==> src/hdl/mmle_pkg.sv <==
package mmle_pkg;

   localparam logic signed [1:0] LEVEL_ZERO = 2'sb00;
   localparam logic signed [1:0] LEVEL_POS  = 2'sb01;
   localparam logic signed [1:0] LEVEL_NEG  = 2'sb11;

   typedef enum logic [1:0] {
      KIND_DATA = 2'd0,
      KIND_V    = 2'd1,
      KIND_B    = 2'd2
   } kind_type;

   typedef enum logic [3:0] {
      CODE_UNIPOLAR  = 4'd0,
      CODE_NRZ_L     = 4'd1,
      CODE_NRZ_I     = 4'd2,
      CODE_MANCH     = 4'd3,
      CODE_DIFF_MAN  = 4'd4,
      CODE_AMI       = 4'd5,
      CODE_PSEUDO    = 4'd6,
      CODE_HDB3      = 4'd7,
      CODE_B8ZS      = 4'd8
   } code_type;

   typedef enum logic [1:0] {
      TAIL_NONE   = 2'd0,
      TAIL_SYMBOL = 2'd1,
      TAIL_HDB3   = 2'd2,
      TAIL_B8ZS   = 2'd3
   } tail_type;

   localparam int unsigned HDB3_LEN = 4;
   localparam int unsigned B8ZS_LEN = 8;

   localparam logic [2:0] CSR_ADDR_LINE_CODE = 3'd0;

   // one queue entry: plain zeros first, then the tail
   typedef struct packed {
      logic [2:0]        zero_count;
      tail_type          tail;
      logic signed [1:0] first_half;
      logic signed [1:0] second_half;
      kind_type          kind;
      logic              pulse_pos;
      logic              balance;
   } cmd_type;

   function automatic logic signed [1:0] pol(input logic positive);
      return positive ? LEVEL_POS : LEVEL_NEG;
   endfunction

endpackage

==> src/hdl/multi_mode_line_encoder_unit.sv <==
// channel   | handshake              | payload
// ----------+------------------------+---------------------------------------------
// request   | push / full            | req_data_bit, req_end_of_stream
// response  | empty / pop            | rsp_first_half_level, rsp_second_half_level,
//           |                        | rsp_symbol_kind, rsp_last_of_run
// csr       | psel penable pwrite    | paddr, pwdata, prdata (line_code at 0x0)
//
// One request per cycle is taken while the command queue has room; its first result
// goes through a queue entry, then the output register. The back end emits one
// result per cycle unless pop stalls it; a request with n results (up to 8) holds
// its queue entry until its last result is loaded. Synchronous active-high reset
// clears the queue, output valid flag and state. full rises only when the
// DEPTH-entry queue fills; pop stalls only the back end and its output register.
module multi_mode_line_encoder_unit #(
   parameter int DEPTH = 4
) (
   input  logic              clock,
   input  logic              reset,
   input  logic              push,
   output logic              full,
   input  logic              req_data_bit,
   input  logic              req_end_of_stream,
   output logic              empty,
   input  logic              pop,
   output logic signed [1:0] rsp_first_half_level,
   output logic signed [1:0] rsp_second_half_level,
   output logic [1:0]        rsp_symbol_kind,
   output logic              rsp_last_of_run,
   input  logic              psel,
   input  logic              penable,
   input  logic              pwrite,
   input  logic [2:0]        paddr,
   input  logic [31:0]       pwdata,
   output logic [31:0]       prdata,
   output logic              pready
);

   mmle_pkg::cmd_type front_cmd;
   mmle_pkg::cmd_type head_cmd;
   logic              front_push;
   logic              queue_full;
   logic              head_valid;
   logic              head_pop;

   mmle_front u_front (
      .clock             (clock),
      .reset             (reset),
      .push              (push),
      .full              (full),
      .req_data_bit      (req_data_bit),
      .req_end_of_stream (req_end_of_stream),
      .psel              (psel),
      .penable           (penable),
      .pwrite            (pwrite),
      .paddr             (paddr),
      .pwdata            (pwdata),
      .prdata            (prdata),
      .pready            (pready),
      .cmd_full          (queue_full),
      .cmd_push          (front_push),
      .cmd               (front_cmd)
   );

   mmle_cmd_queue #(
      .DEPTH (DEPTH)
   ) u_queue (
      .clock     (clock),
      .reset     (reset),
      .in_push   (front_push),
      .in_cmd    (front_cmd),
      .in_full   (queue_full),
      .out_pop   (head_pop),
      .out_valid (head_valid),
      .out_cmd   (head_cmd)
   );

   mmle_back u_back (
      .clock                 (clock),
      .reset                 (reset),
      .cmd_valid             (head_valid),
      .cmd                   (head_cmd),
      .cmd_pop               (head_pop),
      .empty                 (empty),
      .pop                   (pop),
      .rsp_first_half_level  (rsp_first_half_level),
      .rsp_second_half_level (rsp_second_half_level),
      .rsp_symbol_kind       (rsp_symbol_kind),
      .rsp_last_of_run       (rsp_last_of_run)
   );

   a_no_push_when_full: assert property (@(posedge clock) disable iff (reset)
      queue_full |-> !front_push)
      else $error("command queued while queue full");

endmodule

==> src/hdl/mmle_front.sv <==
module mmle_front (
   input  logic             clock,
   input  logic             reset,
   input  logic             push,
   output logic             full,
   input  logic             req_data_bit,
   input  logic             req_end_of_stream,
   input  logic             psel,
   input  logic             penable,
   input  logic             pwrite,
   input  logic [2:0]       paddr,
   input  logic [31:0]      pwdata,
   output logic [31:0]      prdata,
   output logic             pready,
   input  logic             cmd_full,
   output logic             cmd_push,
   output mmle_pkg::cmd_type cmd
);

   logic [3:0] line_code_ff, line_code_in;
   logic       level_ff, level_in;
   logic       pulse_ff, pulse_in;
   logic [2:0] held_ff, held_in;
   logic       parity_ff, parity_in;

   logic       accept;
   logic       csr_write;
   logic       emit;
   logic [2:0] held_inc;
   logic       pulse_alt;
   logic       d;
   logic       e;

   assign pready    = 1'b1;
   assign full      = cmd_full;
   assign accept    = push && !cmd_full;
   assign csr_write = psel && penable && pwrite &&
                      (paddr[2] == mmle_pkg::CSR_ADDR_LINE_CODE[2]);
   assign prdata    = (paddr[2] == mmle_pkg::CSR_ADDR_LINE_CODE[2]) ?
                      {28'd0, line_code_ff} : 32'd0;
   assign d         = req_data_bit;
   assign e         = req_end_of_stream;
   assign held_inc  = held_ff + 3'd1;
   assign pulse_alt = !pulse_ff;

   always_comb begin
      line_code_in    = line_code_ff;
      level_in        = level_ff;
      pulse_in        = pulse_ff;
      held_in         = held_ff;
      parity_in       = parity_ff;
      emit            = 1'b1;
      cmd.zero_count  = 3'd0;
      cmd.tail        = mmle_pkg::TAIL_SYMBOL;
      cmd.first_half  = mmle_pkg::LEVEL_ZERO;
      cmd.second_half = mmle_pkg::LEVEL_ZERO;
      cmd.kind        = mmle_pkg::KIND_DATA;
      cmd.pulse_pos   = pulse_ff;
      cmd.balance     = 1'b0;
      case (line_code_ff)
         mmle_pkg::CODE_UNIPOLAR: begin
            cmd.first_half  = d ? mmle_pkg::LEVEL_POS : mmle_pkg::LEVEL_ZERO;
            cmd.second_half = d ? mmle_pkg::LEVEL_POS : mmle_pkg::LEVEL_ZERO;
         end
         mmle_pkg::CODE_NRZ_L: begin
            cmd.first_half  = mmle_pkg::pol(d);
            cmd.second_half = mmle_pkg::pol(d);
         end
         mmle_pkg::CODE_NRZ_I: begin
            level_in        = level_ff ^ d;
            cmd.first_half  = mmle_pkg::pol(level_ff ^ d);
            cmd.second_half = mmle_pkg::pol(level_ff ^ d);
         end
         mmle_pkg::CODE_MANCH: begin
            cmd.first_half  = mmle_pkg::pol(!d);
            cmd.second_half = mmle_pkg::pol(d);
         end
         mmle_pkg::CODE_DIFF_MAN: begin
            cmd.first_half  = mmle_pkg::pol(level_ff ^ !d);
            cmd.second_half = mmle_pkg::pol(level_ff ^ d);
            level_in        = level_ff ^ d;
         end
         mmle_pkg::CODE_AMI: begin
            if (d) begin
               pulse_in        = pulse_alt;
               cmd.first_half  = mmle_pkg::pol(pulse_alt);
               cmd.second_half = mmle_pkg::pol(pulse_alt);
            end
         end
         mmle_pkg::CODE_PSEUDO: begin
            if (!d) begin
               pulse_in        = pulse_alt;
               cmd.first_half  = mmle_pkg::pol(pulse_alt);
               cmd.second_half = mmle_pkg::pol(pulse_alt);
            end
         end
         mmle_pkg::CODE_HDB3: begin
            if (d) begin
               cmd.zero_count  = held_ff;
               held_in         = 3'd0;
               pulse_in        = pulse_alt;
               parity_in       = !parity_ff;
               cmd.first_half  = mmle_pkg::pol(pulse_alt);
               cmd.second_half = mmle_pkg::pol(pulse_alt);
            end else if (held_inc >= 3'd4) begin
               held_in     = 3'd0;
               cmd.tail    = mmle_pkg::TAIL_HDB3;
               cmd.balance = !parity_ff;
               pulse_in    = pulse_ff ^ !parity_ff;
               parity_in   = 1'b0;
            end else if (e) begin
               cmd.zero_count = held_inc;
               cmd.tail       = mmle_pkg::TAIL_NONE;
               held_in        = 3'd0;
            end else begin
               held_in = held_inc;
               emit    = 1'b0;
            end
         end
         mmle_pkg::CODE_B8ZS: begin
            if (d) begin
               cmd.zero_count  = held_ff;
               held_in         = 3'd0;
               pulse_in        = pulse_alt;
               cmd.first_half  = mmle_pkg::pol(pulse_alt);
               cmd.second_half = mmle_pkg::pol(pulse_alt);
            end else if (held_ff >= 3'd7) begin
               held_in  = 3'd0;
               cmd.tail = mmle_pkg::TAIL_B8ZS;
            end else if (e) begin
               cmd.zero_count = held_inc;
               cmd.tail       = mmle_pkg::TAIL_NONE;
               held_in        = 3'd0;
            end else begin
               held_in = held_inc;
               emit    = 1'b0;
            end
         end
         default: begin
         end
      endcase
      if (!accept) begin
         line_code_in = line_code_ff;
         level_in     = level_ff;
         pulse_in     = pulse_ff;
         held_in      = held_ff;
         parity_in    = parity_ff;
      end
      if (csr_write) begin
         line_code_in = pwdata[3:0];
         level_in     = (pwdata[3:0] == mmle_pkg::CODE_DIFF_MAN);
         pulse_in     = (pwdata[3:0] == mmle_pkg::CODE_PSEUDO);
         held_in      = 3'd0;
         parity_in    = 1'b0;
      end
   end

   assign cmd_push = accept && emit;

   always_ff @(posedge clock) begin
      if (reset) begin
         line_code_ff <= mmle_pkg::CODE_UNIPOLAR;
         level_ff     <= 1'b0;
         pulse_ff     <= 1'b0;
         held_ff      <= 3'd0;
         parity_ff    <= 1'b0;
      end else begin
         line_code_ff <= line_code_in;
         level_ff     <= level_in;
         pulse_ff     <= pulse_in;
         held_ff      <= held_in;
         parity_ff    <= parity_in;
      end
   end

endmodule

==> src/hdl/mmle_cmd_queue.sv <==
module mmle_cmd_queue #(
   parameter int DEPTH = 4
) (
   input  logic              clock,
   input  logic              reset,
   input  logic              in_push,
   input  mmle_pkg::cmd_type in_cmd,
   output logic              in_full,
   input  logic              out_pop,
   output logic              out_valid,
   output mmle_pkg::cmd_type out_cmd
);

   localparam int AW = (DEPTH > 1) ? $clog2(DEPTH) : 1;
   localparam int CW = $clog2(DEPTH + 1);
   localparam logic [AW-1:0] LAST = AW'(DEPTH - 1);
   localparam logic [CW-1:0] FULL_COUNT = CW'(DEPTH);

   mmle_pkg::cmd_type entry_ff [DEPTH];
   logic [AW-1:0] wr_ptr_ff, wr_ptr_in;
   logic [AW-1:0] rd_ptr_ff, rd_ptr_in;
   logic [CW-1:0] count_ff, count_in;
   logic          do_push;
   logic          do_pop;

   assign in_full   = (count_ff == FULL_COUNT);
   assign out_valid = (count_ff != '0);
   assign out_cmd   = entry_ff[rd_ptr_ff];
   assign do_push   = in_push && !in_full;
   assign do_pop    = out_pop && out_valid;

   always_comb begin
      wr_ptr_in = wr_ptr_ff;
      rd_ptr_in = rd_ptr_ff;
      count_in  = count_ff;
      if (do_push) begin
         wr_ptr_in = (wr_ptr_ff == LAST) ? '0 : wr_ptr_ff + 1'b1;
      end
      if (do_pop) begin
         rd_ptr_in = (rd_ptr_ff == LAST) ? '0 : rd_ptr_ff + 1'b1;
      end
      if (do_push && !do_pop) begin
         count_in = count_ff + 1'b1;
      end else if (do_pop && !do_push) begin
         count_in = count_ff - 1'b1;
      end
   end

   always_ff @(posedge clock) begin
      if (reset) begin
         wr_ptr_ff <= '0;
         rd_ptr_ff <= '0;
         count_ff  <= '0;
      end else begin
         wr_ptr_ff <= wr_ptr_in;
         rd_ptr_ff <= rd_ptr_in;
         count_ff  <= count_in;
      end
   end

   always_ff @(posedge clock) begin
      if (do_push) begin
         entry_ff[wr_ptr_ff] <= in_cmd;
      end
   end

   a_count_bound: assert property (@(posedge clock) disable iff (reset)
      count_ff <= FULL_COUNT)
      else $error("queue count beyond depth");

   a_ptr_gap: assert property (@(posedge clock) disable iff (reset)
      (count_ff == '0 || count_ff == FULL_COUNT) |-> (wr_ptr_ff == rd_ptr_ff))
      else $error("queue pointers disagree with count");

endmodule

==> src/hdl/mmle_back.sv <==
module mmle_back (
   input  logic              clock,
   input  logic              reset,
   input  logic              cmd_valid,
   input  mmle_pkg::cmd_type cmd,
   output logic              cmd_pop,
   output logic              empty,
   input  logic              pop,
   output logic signed [1:0] rsp_first_half_level,
   output logic signed [1:0] rsp_second_half_level,
   output logic [1:0]        rsp_symbol_kind,
   output logic              rsp_last_of_run
);

   logic [2:0]        idx_ff, idx_in;
   logic              out_valid_ff, out_valid_in;
   logic signed [1:0] first_ff, second_ff;
   logic [1:0]        kind_ff;
   logic              last_ff;

   logic              advance;
   logic [3:0]        tail_len;
   logic [3:0]        total;
   logic [2:0]        j;
   logic              is_last;
   logic signed [1:0] first_c, second_c;
   mmle_pkg::kind_type kind_c;
   logic              p;

   assign advance = cmd_valid && (!out_valid_ff || pop);
   assign p       = cmd.pulse_pos;
   assign j       = idx_ff - cmd.zero_count;
   assign total   = {1'b0, cmd.zero_count} + tail_len;
   assign is_last = ({1'b0, idx_ff} == (total - 4'd1));
   assign cmd_pop = advance && is_last;
   assign empty   = !out_valid_ff;

   always_comb begin
      case (cmd.tail)
         mmle_pkg::TAIL_SYMBOL: tail_len = 4'd1;
         mmle_pkg::TAIL_HDB3:   tail_len = 4'(mmle_pkg::HDB3_LEN);
         mmle_pkg::TAIL_B8ZS:   tail_len = 4'(mmle_pkg::B8ZS_LEN);
         default:               tail_len = 4'd0;
      endcase
   end

   always_comb begin
      first_c = mmle_pkg::LEVEL_ZERO;
      kind_c  = mmle_pkg::KIND_DATA;
      if (idx_ff >= cmd.zero_count) begin
         case (cmd.tail)
            mmle_pkg::TAIL_SYMBOL: begin
               first_c = cmd.first_half;
               kind_c  = cmd.kind;
            end
            mmle_pkg::TAIL_HDB3: begin
               if (j == 3'd0 && cmd.balance) begin
                  first_c = mmle_pkg::pol(!p);
                  kind_c  = mmle_pkg::KIND_B;
               end else if (j == 3'd3) begin
                  first_c = mmle_pkg::pol(p ^ cmd.balance);
                  kind_c  = mmle_pkg::KIND_V;
               end
            end
            mmle_pkg::TAIL_B8ZS: begin
               case (j)
                  3'd3: begin
                     first_c = mmle_pkg::pol(p);
                     kind_c  = mmle_pkg::KIND_V;
                  end
                  3'd4: begin
                     first_c = mmle_pkg::pol(!p);
                     kind_c  = mmle_pkg::KIND_B;
                  end
                  3'd6: begin
                     first_c = mmle_pkg::pol(!p);
                     kind_c  = mmle_pkg::KIND_V;
                  end
                  3'd7: begin
                     first_c = mmle_pkg::pol(p);
                     kind_c  = mmle_pkg::KIND_B;
                  end
                  default: begin
                  end
               endcase
            end
            default: begin
            end
         endcase
      end
      second_c = first_c;
      if (idx_ff >= cmd.zero_count && cmd.tail == mmle_pkg::TAIL_SYMBOL) begin
         second_c = cmd.second_half;
      end
   end

   always_comb begin
      idx_in       = idx_ff;
      out_valid_in = out_valid_ff;
      if (pop && out_valid_ff) begin
         out_valid_in = 1'b0;
      end
      if (advance) begin
         out_valid_in = 1'b1;
         idx_in       = is_last ? 3'd0 : idx_ff + 3'd1;
      end
   end

   always_ff @(posedge clock) begin
      if (reset) begin
         idx_ff       <= 3'd0;
         out_valid_ff <= 1'b0;
      end else begin
         idx_ff       <= idx_in;
         out_valid_ff <= out_valid_in;
      end
   end

   always_ff @(posedge clock) begin
      if (advance) begin
         first_ff  <= first_c;
         second_ff <= second_c;
         kind_ff   <= kind_c;
         last_ff   <= is_last;
      end
   end

   assign rsp_first_half_level  = first_ff;
   assign rsp_second_half_level = second_ff;
   assign rsp_symbol_kind       = kind_ff;
   assign rsp_last_of_run       = last_ff;

   a_idx_in_run: assert property (@(posedge clock) disable iff (reset)
      cmd_valid |-> ({1'b0, idx_ff} < total))
      else $error("result index past end of queued transaction");

   a_idx_rewinds: assert property (@(posedge clock) disable iff (reset)
      cmd_pop |=> (idx_ff == 3'd0))
      else $error("result index not cleared after transaction");

endmodule

==> config.mk <==
export PLATFORM = sky130hd
export DESIGN_NAME = multi_mode_line_encoder_unit
export DESIGN_NICKNAME = d
export VERILOG_FILES = /design/src/hdl/mmle_pkg.sv /design/src/hdl/multi_mode_line_encoder_unit.sv /design/src/hdl/mmle_front.sv /design/src/hdl/mmle_cmd_queue.sv /design/src/hdl/mmle_back.sv
export SDC_FILE = /design/constraint.sdc
export NUM_CORES = 1
export LEC_CHECK = 0
export BUFFER_PORTS_ARGS = -buffer_cell sky130_fd_sc_hd__buf_2
export CAP_MARGIN = 20
export CORE_MARGIN = 2
export CORE_UTILIZATION = 40
export CTS_CLUSTER_DIAMETER = 40
export DETAILED_ROUTE_END_ITERATION = 10
export SKIP_LAST_GASP = 1
export SYNTH_ARGS = -nofsm -noshare
export SYNTH_HDL_FRONTEND = slang
export SYNTH_HIERARCHICAL = 1
export SYNTH_SLANG_ARGS = --single-unit
==> constraint.sdc <==
create_clock -name clock -period 5 [get_ports clock]
set_clock_uncertainty 0.15 [all_clocks]
set_input_delay 0.75 -clock clock [delete_from_list [all_inputs] [get_ports clock]]
set_output_delay 0.75 -clock clock [all_outputs]
set_load 0.005 [all_outputs]
# --- Word level (Yosys, flattened, before mapping) ---
# Memory sizes are Yosys's and may differ from the RTL's. A register that Yosys moved wholly into a read port is not among the register bits.
# Cells that the tools add are included.
totals:
  ff_bits: 28
  memories: 1
  mem_bits_rw: 44
memory_table:
  columns: ["memory", "depth", "word_bits", "rd", "rd_ports_with_merged_regs", "wr", "line_no", "text"]
  rows:
  - ["u_queue.entry_ff", 4, 11, 1, 1, 1, "mmle_cmd_queue.sv:19", "mmle_pkg::cmd_type entry_ff [DEPTH];"]
classes:
  n_addsub: 9
  n_mux: 72
  order_cmp: 3
  eq_ne: 24
  n_reduce_logical: 44
  n_bitwise: 5
ops:
  columns: ["operator", "n"]
  rows:
  - ["2-to-1 mux 2 bit", 21]
  - ["2-to-1 mux 3 bit", 12]
  - ["one-hot mux 4 bit (7 select lines)", 1]
  - ["2-to-1 mux 1 bit", 25]
  - ["== test 4 x 3 -> 1 bit, second input constant", 6]
  - ["logical AND 1 bit", 14]
  - ["OR reduction 2 bit", 7]
  - ["== test 3 bit, second input constant", 4]
  - ["2-to-1 mux 4 bit", 3]
  - ["one-hot mux 2 bit (3 select lines)", 2]
  - ["one-hot mux 4 bit (3 select lines)", 1]
  - ["nonzero test 2 bit", 6]
  - ["one-hot mux 5 bit (2 select lines)", 1]
  - ["adder 3 x 1 -> 3 bit, second input constant", 3]
  - ["== test 2 bit, second input constant", 4]
  - ["== test 4 x 2 -> 1 bit, second input constant", 2]
  - ["one-hot mux 2 bit (2 select lines)", 2]
  - ["logical NOT 1 bit", 7]
  - [">= comparator 3 bit, second input constant", 2]
  - ["one-hot mux 3 bit (2 select lines)", 1]
  - ["2-to-1 mux 5 bit", 1]
  - ["AND reduction 5 bit", 1]
  - ["adder 2 x 1 -> 2 bit, second input constant", 2]
  - ["adder 3 x 4 -> 4 bit", 1]
  - ["24 further kinds", 28]

# --- Depth between registers and ports, before layout ---
logic_depth:
  depth_word: 11
  depth_mapped: 20

# --- By module ---
# The synthesis kept the hierarchy.
by_module_without_submodules:
  columns: ["mod", "n_inst", "cells_each", "area_per_inst_um2"]
  rows:
  - ["mmle_cmd_queue", 1, 117, 2363.5]
  - ["mmle_front", 1, 167, 1199.9]
  - ["mmle_back", 1, 95, 855.8]

# --- Worst setup path before layout ---
# No wires, ideal clock.
synth_timing:
  kind: "reg-to-reg"
  start: "register (tool-made name)"
  end: "register u_queue.count_ff[2]"
  path_stages_with_launch: 21
  setup_time_ns: 0.070
  period_less_slack_ns: 4.503
  slack_ns: 0.497
  arrival_time_ns: 4.283
  path_buffers: 2
  t_required_ns: 4.780
  cell_sequence: "dfxtp_1 buf_4 mux4_2 buf_2 inv_1 nor2_1 inv_1 ha_1 inv_1 ha_1 fa_1 xor2_1 nor3_1 nor3b_2 o31ai_2 ha_1 inv_1 fa_1 xor2_1 or3_2 a21oi_1"
synth_rtl:
  columns: ["item", "line_no", "text"]
  rows:
  - ["end signal: assignment", "mmle_cmd_queue.sv:57", "count_ff <= count_in;"]
  - ["end: declaration", "mmle_cmd_queue.sv:22", "logic [CW-1:0] count_ff, count_in;"]

==> results by stage <==
STA:
- The hold violation total from the final report is 0.
- The minimum clock period after layout is 4600 ps.
- Derived from the worst setup path, the maximum achievable clock frequency is 218 MHz.
- At the pin with the least slew margin, the transition time is 622 ps.
- The worst pin sits at a relative slew slack of 58.5%.
- Setup violations remaining at the end of the flow were counted as 0.
- The sum of negative setup slack is 0 ps.
- The tightest hold path in the finished design has a slack of 349 ps.
- The period utilization is 92.0%.
- The count of final max-slew check failures came to 0.
- Setup repair after global routing left no endpoint under its margin.

Finish:
- The final instance area is 4700 um^2.
- The final layout contains 461 nets.
- The repair_antennas step left the layout with diodes totalling 0.
- The share of final-layout standard cells stronger than drive strength 1 is 19.9%.
- The area growth from synthesis to layout is 6.26%.
- After filler insertion, the fill cell instance count of the layout stands at 1004.

Floorplan:
- The overall die area is 11900 um^2.
- In this run the vertical extent of the chip is 109 um.
- In this run the core area contains 38 standard-cell rows.
- The region available for standard cell placement spans 10800 um^2.
- 86 I/O pins were placed.
- The initial utilization of the core area, before any placement, comes to 40.9%.
- In this run the horizontal extent of the chip is 109 um.

Synthesis:
- The synthesized netlist contains 61 unique library cells.
- Summed over its instances, the top area cell type makes up 40.1% of the synthesized netlist area.
- Sorting the synthesized cells by area gives the leading types as sky130_fd_sc_hd__edfxtp_1 (40%), sky130_fd_sc_hd__dfxtp_1 (10%), sky130_fd_sc_hd__mux4_2 (6.6%).
- The dominant cell by count in the synthesized netlist is sky130_fd_sc_hd__edfxtp_1.
- The number of enable-type register cells in the synthesized netlist is 59.
- After technology mapping, the gate count stands at 379.
- In this run the mean area of a mapped cell was 11.7 um^2.
- The cell area that synthesis handed to floorplanning was 4420 um^2.
- The primary flip-flop cell chosen by synthesis mapping is sky130_fd_sc_hd__edfxtp_1.
- The share of flip-flops with an asynchronous set or reset is 0%.
- For this run, the register share of the synthesized area comes to 50.5%.
- Counting instances in the post-synthesis netlist gives the leading cell types as sky130_fd_sc_hd__edfxtp_1 (59), sky130_fd_sc_hd__buf_4 (36), sky130_fd_sc_hd__nand2_1 (29).
- The cell type with the largest total area after synthesis is sky130_fd_sc_hd__edfxtp_1.
- During synthesis, Yosys emitted a total of 6 warnings.
- Synthesis inferred 82 register bits.

CTS:
- For this design, the CTS-stage hold fixing added 0 buffers.
- The CTS tree is done.
- The tree built by TritonCTS fans out to 82 sinks.
- In this run the clock root is driven by a sky130_fd_sc_hd__clkbuf_8.
- The post-CTS setup-driven buffer insertion count is 0.
- The register clock-pin slew on the reported worst setup and hold paths is 80 ps.
- The clock reaches the later pin of the worst-skew pair after 350 ps.
- The buffer levels on the longest clock path is 2.
- The total CTS buffers is 9.
- The H-tree was split into 3 levels.

Power:
- For this design the static power due to leakage is 1.76 nW.
- The maximum ir drop on the vdd rail is 0.173 mV.
- For this design the ratio of total power to cell area is 443 nW/um^2.

Critical path:
- The type of the setup path with the least slack is reg -> reg.
- STA puts the critical path data required time at 5140 ps.
- The worst register-to-register path has a setup slack of 400 ps.
- The worst register-to-register path ends at u_queue/count_ff[2]$_SDFFE_PP0P_.
- Measured in cells, the most critical reg-to-reg path has a length of 18.
- The endpoint type of the worst setup path is a flip-flop.
- The critical path startpoint category is a flip-flop.
- Of all nets on the critical path, the largest fanout is 11.
- Data on the critical path arrives at its endpoint at 4730 ps.

Route:
- Using the TritonRoute via totals, the vias-per-cell ratio works out to 5.04.
- The total routed wirelength is 7620 um.
- The routed length per placed instance is 14.0 um.
- The detailed router finished its first iteration with 119 violations.
- The pre-antenna-repair detailed-routing pass consisted of 4 iterations.
- The total via count after detailed routing is 2737.
- For this run, design rule violations remaining after detail routing come to 0.
- The count of nets left with antenna violations after detail routing is 0.

Outcome:
- The flow ran to the end, and the final reports show no timing, DRC or antenna violations.

Place:
- Once detailed placement completed, the half-perimeter wirelength came to 5370 um.
- In this run the tool buffered the top-level ports with 26 buffer cells.
- At the end of routability-driven placement, the weighted congestion stood at 0.818.
- The area of placed instances is 4510 um^2.

Worst hold path:
- Counting instances, the worst hold path has a depth of 2.
- The class of the tightest hold or removal check is reg -> reg.
- The startpoint of the tightest hold check path is u_queue/rd_ptr_ff[0]$_SDFFE_PP0P_.
- The hold-critical path endpoint is u_queue/rd_ptr_ff[0]$_SDFFE_PP0P_.

Global routing:
- The initial antenna violation count is 0.
- The first global-routing pass estimated 12300 um of wire.
- The largest net degree at the start of global routing is 22.
- The number of global-route vias before repair is 2473.
- Global routing finished with a remaining overflow of 0.
- Across every metal layer, demand over resource in global routing totals 13.7%.

Flow run:
- The number of maximum-capacitance violations is 0.
==> state kept, by name (all words and copies together), names as in the netlist, 2 cells and up, named ones only <==
| register | count |
|---|---|
| u_front/line_code_ff | 4 |
| u_queue/rd_ptr_ff | 2 |
| u_front/held_ff | 3 |
| u_back/rsp_second_half_level | 2 |
| u_queue/wr_ptr_ff | 2 |
| u_queue/entry_ff | 52 |
| u_back/idx_ff | 3 |
| u_queue/count_ff | 3 |
| u_back/rsp_first_half_level | 2 |
| u_back/rsp_symbol_kind | 2 |
==> routing by layer <==
layer,global-route usage [%],share of wire [%],vias up
met5,0,0,-
met4,4.49,1.1,0
met3,4.60,4.2,8
met2,22.8,49,70
met1,16.6,46,1315
li1,-,-,1344
==> cell type report <==
class | count | area (um^2) | area share (%)
clock inverter | 4 | 22.5 | 0.480
timing repair buffer | 29 | 153 | 3.25
sequential | 82 | 2230 | 47.5
multi-input combinational | 253 | 1860 | 39.5
tap | 140 | 175 | 3.73
inverter | 23 | 91.3 | 1.95
clock buffer | 12 | 165 | 3.52
==> stage by stage <==
step / utilization [%] / worst slack (ps) / std cells / total power [W]
after global placement: 41.7 / 386 / 527 / 0.00163
after global routing: 43.5 / 111 / 543 / 0.00223
final: 43.5 / 402 / 543 / 0.00208
after floorplan: - / 497 / 408 / 0.00150
after CTS: 43.5 / 347 / 543 / 0.00210
after detailed placement: 41.7 / 377 / 527 / 0.00164
==> placed cells by master, fill, tap and decap left out, types with 3 or more instances in the layout <==
cell type and instances:
sky130_fd_sc_hd__edfxtp_1 59, sky130_fd_sc_hd__conb_1 31, sky130_fd_sc_hd__nand2_1 29, sky130_fd_sc_hd__buf_2 26, sky130_fd_sc_hd__dfxtp_1 23, sky130_fd_sc_hd__inv_1 22
sky130_fd_sc_hd__nor2_1 21, sky130_fd_sc_hd__a21oi_1 21, sky130_fd_sc_hd__ha_1 16, sky130_fd_sc_hd__mux4_2 13, sky130_fd_sc_hd__clkbuf_8 12, sky130_fd_sc_hd__o21ai_0 12
sky130_fd_sc_hd__nor3_1 12, sky130_fd_sc_hd__xor2_1 8, sky130_fd_sc_hd__nand2b_1 7, sky130_fd_sc_hd__xnor2_1 6, sky130_fd_sc_hd__nor2b_1 5, sky130_fd_sc_hd__mux2i_1 5
sky130_fd_sc_hd__a22oi_1 5, sky130_fd_sc_hd__nand3_1 4, sky130_fd_sc_hd__a31oi_1 4, sky130_fd_sc_hd__o21ai_1 4, sky130_fd_sc_hd__and3_2 4, sky130_fd_sc_hd__fa_1 3
sky130_fd_sc_hd__buf_4 3
==> critical path: stages, from the launching register on <==
cell                      delay [ps]
sky130_fd_sc_hd__dfxtp_1         450
sky130_fd_sc_hd__mux4_2          670
sky130_fd_sc_hd__inv_1           220
sky130_fd_sc_hd__nor2_2          100
sky130_fd_sc_hd__inv_1            70
sky130_fd_sc_hd__ha_1            130
sky130_fd_sc_hd__inv_1            40
sky130_fd_sc_hd__ha_1            180
sky130_fd_sc_hd__fa_1            490
sky130_fd_sc_hd__xor2_1          150
sky130_fd_sc_hd__nor3_1           60
sky130_fd_sc_hd__nor3b_2         190
sky130_fd_sc_hd__o31ai_2         130
sky130_fd_sc_hd__ha_1            270
sky130_fd_sc_hd__inv_1            70
sky130_fd_sc_hd__fa_1            430
sky130_fd_sc_hd__xor2_1          180
sky130_fd_sc_hd__or3_2           410
sky130_fd_sc_hd__a21oi_1         150
==> worst max path at each step <==
stage / to / slack (ps) / from / cells after the start
final: u_queue/count_ff[2]$_SDFFE_PP0P_ / 400 / flip-flop / 18
after global routing: u_queue/count_ff[2]$_SDFFE_PP0P_ / 110 / flip-flop / 17
after CTS: u_queue/count_ff[2]$_SDFFE_PP0P_ / 350 / flip-flop / 17
after detailed placement: u_queue/count_ff[2]$_SDFFE_PP0P_ / 380 / flip-flop / 17
after global placement: u_queue/count_ff[2]$_SDFFE_PP0P_ / 390 / flip-flop / 17
after floorplan: u_queue/count_ff[2]$_SDFFE_PP0P_ / 500 / flip-flop / 20
==> where the power goes <==
| part | switching [W] | total (W) | internal (W) |
|---|---|---|---|
| Clock | 0.000232 | 0.000452 | 0.000220 |
| Sequential | 0.0000533 | 0.000924 | 0.000870 |
| Combinational | 0.000409 | 0.000706 | 0.000297 |
| Total | 0.000694 | 0.00208 | 0.00139 |
==> kinds of logic after synthesis <==
logic type	share of synthesized area (%)
AND/OR/NAND/NOR	13.1
multiplexers	7.76
other	0.170
adder cells (fa/ha/maj)	5.89
AO/OA/AOI/OAI	9.40
XOR/XNOR	3.14
flip-flops	50.5
buffers and inverters	9.99
==> timing repair <==
item | in CTS | in global routing
gates resized for setup | 0 | 1
endpoints found under the setup margin | 0 | 1
endpoints found under the hold margin | 0 | 0
(Power assumes the default switching activity.)
